$ cat src/rtl/eltp_pkg.sv
// package: parse phases, character codes and widths for the edge list text parser
`timescale 1ns / 1ps

package eltp_pkg;

    // fixed widths of the channel payloads
    localparam int BYTE_WIDTH       = 8;
    localparam int OUT_WIDTH        = 32;
    localparam int ID_WIDTH_DEFAULT = 32;

    // character codes
    localparam logic [BYTE_WIDTH-1:0] CHAR_PERCENT = 8'h25;
    localparam logic [BYTE_WIDTH-1:0] CHAR_HASH    = 8'h23;
    localparam logic [BYTE_WIDTH-1:0] CHAR_ZERO    = 8'h30;
    localparam logic [BYTE_WIDTH-1:0] CHAR_NINE    = 8'h39;
    localparam logic [BYTE_WIDTH-1:0] CHAR_LF      = 8'h0A;
    localparam logic [BYTE_WIDTH-1:0] CHAR_CR      = 8'h0D;
    localparam logic [BYTE_WIDTH-1:0] CHAR_SPACE   = 8'h20;
    localparam logic [BYTE_WIDTH-1:0] CHAR_TAB     = 8'h09;

    // parse phase of the current line
    typedef enum logic [2:0] {
        PH_LINE    = 3'd0,
        PH_DISCARD = 3'd1,
        PH_SKIP1   = 3'd2,
        PH_NUM1    = 3'd3,
        PH_SKIP2   = 3'd4,
        PH_NUM2    = 3'd5
    } phase_t;

endpackage

$ cat src/rtl/eltp_if.sv
// interfaces: text byte channel and edge pair channel
`timescale 1ns / 1ps

interface eltp_text_if;
    logic                           valid;
    logic                           ready;
    logic [eltp_pkg::BYTE_WIDTH-1:0] text_byte;
    logic                           end_of_text;

    modport source (output valid, output text_byte, output end_of_text, input ready);
    modport sink   (input valid, input text_byte, input end_of_text, output ready);
endinterface

interface eltp_edge_if;
    logic                          valid;
    logic                          ready;
    logic [eltp_pkg::OUT_WIDTH-1:0] source_id;
    logic [eltp_pkg::OUT_WIDTH-1:0] dest_id;

    modport source (output valid, output source_id, output dest_id, input ready);
    modport sink   (input valid, input source_id, input dest_id, output ready);
endinterface

$ cat src/rtl/edge_list_text_parser_unit.sv
// top level: edge list text parser, one byte per cycle unless stalled, one edge per edge line
`timescale 1ns / 1ps
// a byte passes the input register, then the result register, before its edge pair is valid
// one byte per cycle when not stalled, with a combinational phase and multiply-by-ten update
// the result register frees the input side while an edge waits to be taken
// reset (rst_n low, asynchronous): phase to line start, both values zero, both registers empty

module edge_list_text_parser_unit #(
    parameter int ID_WIDTH = eltp_pkg::ID_WIDTH_DEFAULT
) (
    input  logic              clk,
    input  logic              rst_n,
    eltp_text_if.sink         text,
    eltp_edge_if.source       edges
);

    // input register
    logic                             in_valid_reg;
    logic [eltp_pkg::BYTE_WIDTH-1:0]  in_byte_reg;
    logic                             in_last_reg;

    // parser state
    eltp_pkg::phase_t                 phase_reg;
    eltp_pkg::phase_t                 phase_step;
    eltp_pkg::phase_t                 phase_next;
    logic [ID_WIDTH-1:0]              first_reg;
    logic [ID_WIDTH-1:0]              first_next;
    logic [ID_WIDTH-1:0]              second_reg;
    logic [ID_WIDTH-1:0]              second_next;

    // result register
    logic                             out_valid_reg;
    logic [eltp_pkg::OUT_WIDTH-1:0]   out_source_reg;
    logic [eltp_pkg::OUT_WIDTH-1:0]   out_dest_reg;

    // byte classification
    logic                             is_digit;
    logic                             is_blank;
    logic                             is_comment;
    logic                             is_newline;
    logic [ID_WIDTH-1:0]              digit_val;
    logic [ID_WIDTH-1:0]              first_acc;
    logic [ID_WIDTH-1:0]              second_acc;

    logic                             emit_line;
    logic                             edge_open;
    logic                             emit;
    logic                             advance;

    assign is_digit   = (in_byte_reg >= eltp_pkg::CHAR_ZERO) &&
                        (in_byte_reg <= eltp_pkg::CHAR_NINE);
    assign is_newline = (in_byte_reg == eltp_pkg::CHAR_LF);
    assign is_blank   = is_newline || (in_byte_reg == eltp_pkg::CHAR_CR) ||
                        (in_byte_reg == eltp_pkg::CHAR_SPACE) ||
                        (in_byte_reg == eltp_pkg::CHAR_TAB);
    assign is_comment = (in_byte_reg == eltp_pkg::CHAR_PERCENT) ||
                        (in_byte_reg == eltp_pkg::CHAR_HASH);

    // digit value is the low nibble of an ascii digit
    assign digit_val  = ID_WIDTH'(in_byte_reg[3:0]);

    // value*10 + digit as two shifts and adds, wrapping at ID_WIDTH
    assign first_acc  = (first_reg << 3) + (first_reg << 1) + digit_val;
    assign second_acc = (second_reg << 3) + (second_reg << 1) + digit_val;

    // next phase for one byte
    always_comb
    begin
        phase_step = phase_reg;
        case (phase_reg)
            eltp_pkg::PH_DISCARD:
            begin
                if (is_newline)
                    phase_step = eltp_pkg::PH_LINE;
            end
            eltp_pkg::PH_SKIP1:
            begin
                if (is_digit)
                    phase_step = eltp_pkg::PH_NUM1;
            end
            eltp_pkg::PH_NUM1:
            begin
                if (!is_digit)
                    phase_step = eltp_pkg::PH_SKIP2;
            end
            eltp_pkg::PH_SKIP2:
            begin
                if (is_digit)
                    phase_step = eltp_pkg::PH_NUM2;
            end
            eltp_pkg::PH_NUM2:
            begin
                if (!is_digit)
                    phase_step = is_newline ? eltp_pkg::PH_LINE : eltp_pkg::PH_DISCARD;
            end
            default:
            begin
                // line start, and any code that is not a phase
                if (is_blank)
                    phase_step = eltp_pkg::PH_LINE;
                else if (is_comment)
                    phase_step = eltp_pkg::PH_DISCARD;
                else if (is_digit)
                    phase_step = eltp_pkg::PH_NUM1;
                else
                    phase_step = eltp_pkg::PH_SKIP1;
            end
        endcase
        // the last byte of a text sends the parser back to line start
        phase_next = in_last_reg ? eltp_pkg::PH_LINE : phase_step;
    end

    // value updates and edge emission
    always_comb
    begin
        first_next  = first_reg;
        second_next = second_reg;
        emit_line   = 1'b0;
        case (phase_reg)
            eltp_pkg::PH_DISCARD:
            begin
                first_next = first_reg;
            end
            eltp_pkg::PH_SKIP1:
            begin
                if (is_digit)
                    first_next = digit_val;
            end
            eltp_pkg::PH_NUM1:
            begin
                if (is_digit)
                    first_next = first_acc;
            end
            eltp_pkg::PH_SKIP2:
            begin
                if (is_digit)
                    second_next = digit_val;
            end
            eltp_pkg::PH_NUM2:
            begin
                if (is_digit)
                    second_next = second_acc;
                else
                    emit_line = 1'b1;
            end
            default:
            begin
                // a new edge opens on anything but a blank or a comment mark
                if (!is_blank && !is_comment)
                begin
                    first_next  = is_digit ? digit_val : '0;
                    second_next = '0;
                end
            end
        endcase
    end

    // an edge still open at end of text goes out with missing values as zero
    assign edge_open = (phase_step == eltp_pkg::PH_SKIP1) ||
                       (phase_step == eltp_pkg::PH_NUM1)  ||
                       (phase_step == eltp_pkg::PH_SKIP2) ||
                       (phase_step == eltp_pkg::PH_NUM2);
    assign emit      = emit_line || (in_last_reg && edge_open);

    // a byte moves on unless it emits while the result register is held
    assign advance    = in_valid_reg && (!emit || !out_valid_reg || edges.ready);
    assign text.ready = !in_valid_reg || advance;

    always_ff @(posedge clk or negedge rst_n)
    begin
        if (!rst_n)
            in_valid_reg <= 1'b0;
        else if (text.ready)
            in_valid_reg <= text.valid;
    end

    always_ff @(posedge clk)
    begin
        if (text.ready && text.valid)
        begin
            in_byte_reg <= text.text_byte;
            in_last_reg <= text.end_of_text;
        end
    end

    // parser state, cleared again after the last byte of a text
    always_ff @(posedge clk or negedge rst_n)
    begin
        if (!rst_n)
        begin
            phase_reg  <= eltp_pkg::PH_LINE;
            first_reg  <= '0;
            second_reg <= '0;
        end
        else if (advance)
        begin
            phase_reg  <= phase_next;
            first_reg  <= in_last_reg ? '0 : first_next;
            second_reg <= in_last_reg ? '0 : second_next;
        end
    end

    always_ff @(posedge clk or negedge rst_n)
    begin
        if (!rst_n)
            out_valid_reg <= 1'b0;
        else if (advance && emit)
            out_valid_reg <= 1'b1;
        else if (edges.ready)
            out_valid_reg <= 1'b0;
    end

    // ids are cut or zero-extended to the output width
    always_ff @(posedge clk)
    begin
        if (advance && emit)
        begin
            out_source_reg <= eltp_pkg::OUT_WIDTH'(first_next);
            out_dest_reg   <= eltp_pkg::OUT_WIDTH'(second_next);
        end
    end

    assign edges.valid     = out_valid_reg;
    assign edges.source_id = out_source_reg;
    assign edges.dest_id   = out_dest_reg;

endmodule

$ cat src/flat_wrapper.sv
// flat-port wrapper written by rule: the top's interface ports become plain ports
module edge_list_text_parser_unit_flat 
#(
    parameter int ID_WIDTH = eltp_pkg::ID_WIDTH_DEFAULT
)
  (clk, rst_n, text_valid, text_text_byte, text_end_of_text, text_ready, edges_valid, edges_source_id, edges_dest_id, edges_ready);
  eltp_text_if text_i ();
  eltp_edge_if edges_i ();
  input  logic clk;
  input  logic rst_n;
  input wire logic [$bits(text_i.valid)-1:0] text_valid;
  input wire logic [$bits(text_i.text_byte)-1:0] text_text_byte;
  input wire logic [$bits(text_i.end_of_text)-1:0] text_end_of_text;
  output wire logic [$bits(text_i.ready)-1:0] text_ready;
  output wire logic [$bits(edges_i.valid)-1:0] edges_valid;
  output wire logic [$bits(edges_i.source_id)-1:0] edges_source_id;
  output wire logic [$bits(edges_i.dest_id)-1:0] edges_dest_id;
  input wire logic [$bits(edges_i.ready)-1:0] edges_ready;
  assign text_i.valid = text_valid;
  assign text_i.text_byte = text_text_byte;
  assign text_i.end_of_text = text_end_of_text;
  assign text_ready = text_i.ready;
  assign edges_valid = edges_i.valid;
  assign edges_source_id = edges_i.source_id;
  assign edges_dest_id = edges_i.dest_id;
  assign edges_i.ready = edges_ready;
  edge_list_text_parser_unit #(.ID_WIDTH(ID_WIDTH)) u_core (.clk(clk), .rst_n(rst_n), .text(text_i), .edges(edges_i));
endmodule
$ cat config.mk
export PLATFORM = sky130hd
export DESIGN_NAME = edge_list_text_parser_unit_flat
export DESIGN_NICKNAME = d
export VERILOG_FILES = /design/src/rtl/eltp_pkg.sv /design/src/rtl/eltp_if.sv /design/src/rtl/edge_list_text_parser_unit.sv /design/src/flat_wrapper.sv
export SDC_FILE = /design/constraint.sdc
export NUM_CORES = 1
export LEC_CHECK = 0
export ABC_AREA = 1
export ABC_CLOCK_PERIOD_IN_PS = 5600
export BUFFER_PORTS_ARGS = -buffer_cell sky130_fd_sc_hd__buf_2
export CAP_MARGIN = 0
export CORE_UTILIZATION = 39
export CTS_BUF_LIST = sky130_fd_sc_hd__clkbuf_8
export DETAILED_ROUTE_END_ITERATION = 7
export PLACE_DENSITY = 0.55
export SLEW_MARGIN = 20
export SYNTH_ARGS = -nofsm -noshare
export SYNTH_HDL_FRONTEND = slang
export SYNTH_SLANG_ARGS = --single-unit
$ cat constraint.sdc
create_clock -name clk -period 5.6 [get_ports clk]
set_clock_uncertainty 0.05 [all_clocks]
set_input_delay 0.28 -clock clk [delete_from_list [all_inputs] [get_ports clk]]
set_output_delay 0.28 -clock clk [all_outputs]
set_load 0.1 [all_outputs]
==> flow_summary_export.csv <==
group,metric,value,unit
status,status,"finished clean",
floorplan,core-area,0.0300,mm²
global_route,grt_pass1_vias,11300,
global_route,grt-ovfl-total,0,
logic_synthesis,ys_warn_count,0,
worst_setup_path,startpoint_type,"flip-flop",
sta,relSlewSlack,0.351,
floorplan,start_util,0.401,
logic_synthesis,syn_nets,1902,
logic_synthesis,syn_avg_cell_area,6.81,µm²
sta,layout_min_cycle_time,4.07,ns
route,postRouteAntennaNets,0,
logic_synthesis,synthArstFlopShare,0.486,
route,dr.pass1.iters,8,
cts,cts_resized,0,
cts,clockBufferDepth,2,
place,placedInstanceArea,0.0128,mm²
floorplan,io_pins,79,
logic_synthesis,synthesis.area,0.0120,mm²
sta,fin_crit_sh,0.727,
logic_synthesis,ys_seq_area_frac,0.326,
floorplan,die_x,178,µm
worst_setup_path,cp.arrival,4.13,ns
place,io_buffers,78,
layout,nets,1982,
cts,clk_pin_slew,0.10,ns
layout,layout.cells.most_common,"nand2_1",
logic_synthesis,synth_seq_cells,142,
sta,setup_violations,0,
logic_synthesis,synthCells,1768,
sta,setup_tns,0,ns
global_route,antenna_found_initial,0,
pwr,powerDensity,401,mW/mm²
cts,tritoncts,"built",
global_route,grt_pass1_wl,58600,µm
cts,postCtsHoldBufs,12,
floorplan,row_count,63,
cts,cts_sinks,142,
sta,maxSlewViolCount,0,
worst_setup_path,critPathRequiredTime,5.66,ns
logic_synthesis,synth_flop_cell,"edfxtp_1",
floorplan,die-area,0.0316,mm²
sta,rsz0062_at_grt,"false",
route,drc,0,
layout,antenna_cells,0,
place,gp_congestion,0.953,
place,placed_cells,2207,
place,dp_hpwl,27500,µm
cts,clk_latency,0.48,ns
route,vias_per_cell,5.11,
cts,post_cts_buffers,0,
layout,instances_no_fill,2251,
global_route,grt_usage,0.241,
cts,h-tree-depth,4,
worst_setup_path,critPathCaptureType,"flip-flop",
global_route,grt_max_degree,70,
hold_path,hp-class,"input port to asynchronous set/reset pin",
logic_synthesis,ys_types,47,
worst_setup_path,critPathMaxFanout,69,
pwr,p_leak,7.42,nW
cts,cts_root_buf,"clkbuf_8",
cts,cts-buffers-inserted,17,
logic_synthesis,synth-edff-count,73,
route,drt-initial-drc-count,809,
sta,fmax,0.246,GHz
layout,final_cell_area,0.0133,mm²
sta,worst_slew_pin_slew,0.970,ns
route,dr_total_vias,11500,
flow_run,cap_viol_max_count,0,
route,routed_wl,36300,µm
layout,area_growth,10.3,%
layout,layout-drive-gt1-share,0.0801,
worst_setup_path,setup.worst_path.class,"flip-flop to flip-flop",
floorplan,die_h,178,µm
pwr,ir_worst_vdd,201,µV
layout,layout_common_cells,"nand2_1 (621), inv_1 (283), a21oi_1 (120)",
sta,worst_hold_slack,0.0939,ns
sta,finalHoldViolCount,0,
route,routedWlPerCell,16.1,µm
==> synthesized netlist by cell type, types with 8 or more instances <==
| cell | instances | area (µm²) |
|---|---|---|
| ha_1 | 117 | 1460 |
| o21ai_0 | 89 | 445 |
| edfxtp_1 | 73 | 2190 |
| nand4_1 | 17 | 106 |
| buf_2 | 22 | 110 |
| nand2_1 | 621 | 2330 |
| dfrtp_1 | 69 | 1730 |
| inv_2 | 8 | 30.0 |
| xnor2_1 | 10 | 87.6 |
| a21oi_1 | 120 | 601 |
| nand3b_1 | 8 | 60.1 |
| o21ai_1 | 17 | 85.1 |
| nor3_1 | 8 | 40.0 |
| inv_1 | 284 | 1070 |
| a21o_1 | 10 | 75.1 |
| nand3_1 | 112 | 561 |
| nor2_1 | 106 | 398 |
==> metrics by stage <==
step	power [mW]	util	setup slack, ns
after floorplan	3.80	-	2.18
after global placement	4.44	0.425	1.58
after detailed placement	4.46	0.425	1.47
after CTS	5.36	0.442	1.45
after global routing	5.69	0.442	1.11
final	5.32	0.442	1.53
==> critical path: stages (launching register included) <==
cell and delay [ns]:
edfxtp_1 0.54, o21ai_1 0.27, nand2_2 0.32, nand2_1 0.24, nand3_1 0.10, nand2_1 0.11
nand3_2 0.08, nand2_2 0.06, nand2_2 0.07, nand2_2 0.09, nand2_4 0.46, inv_2 0.15
nand2_1 0.08, inv_2 0.38, buf_4 0.63
==> layout make-up <==
| class | instances | area, µm² |
|---|---|---|
| Multi-Input combinational cell | 1297 | 6820 |
| Tap cell | 390 | 488 |
| Clock inverter | 15 | 151 |
| Fill cell | 3153 | 16800 |
| Clock buffer | 17 | 234 |
| Inverter | 295 | 1110 |
| Sequential cell | 142 | 3920 |
| Timing Repair Buffer | 95 | 551 |
==> path summary, 6_finish.rpt <==
path                                       start                         to  slack (ns)  cells after the start
max                        u_core.in_byte_reg[2]  u_core.edges.source_id[9]        1.53                     14
min                                        rst_n      u_core.second_reg[12]        0.09                      2
max reg2reg                u_core.in_byte_reg[2]  u_core.edges.source_id[9]        1.53                     14
min reg2reg                 u_core.first_reg[31]       u_core.first_reg[31]        0.49                      2
max in group asynchronous                  rst_n      u_core.second_reg[30]        4.27                      3
min in group clk               text_text_byte[7]      u_core.in_byte_reg[7]        0.46                      2
==> where the power goes <==
part	internal [mW]	switching [mW]	leakage, nW	total (mW)
clock network	0.366	0.512	0.186	0.879
registers	1.40	0.237	1.64	1.64
logic	0.687	2.12	5.59	2.81
==> layer usage <==
metal	up-vias	global-route usage	routed length (µm)
met5	-	0	0
met4	0	0.0947	1140
met1	5351	0.290	15700
met2	253	0.435	18400
met3	54	0.0266	1170
li1	5842	-	-
==> cells by family (layout without fill, tap and decap cells) <==
logic type / after synthesis / after routing / synth area share
AO/OA/AOI/OAI: 266 / 266 / 0.120
buffers and inverters: 329 / 422 / 0.108
flip-flops: 142 / 142 / 0.326
adder cells (fa/ha/maj): 121 / 121 / 0.128
AND/OR/NAND/NOR: 896 / 896 / 0.308
XOR/XNOR: 14 / 14 / 0.0102
Note: power is estimated with default switching activity, not from simulation.
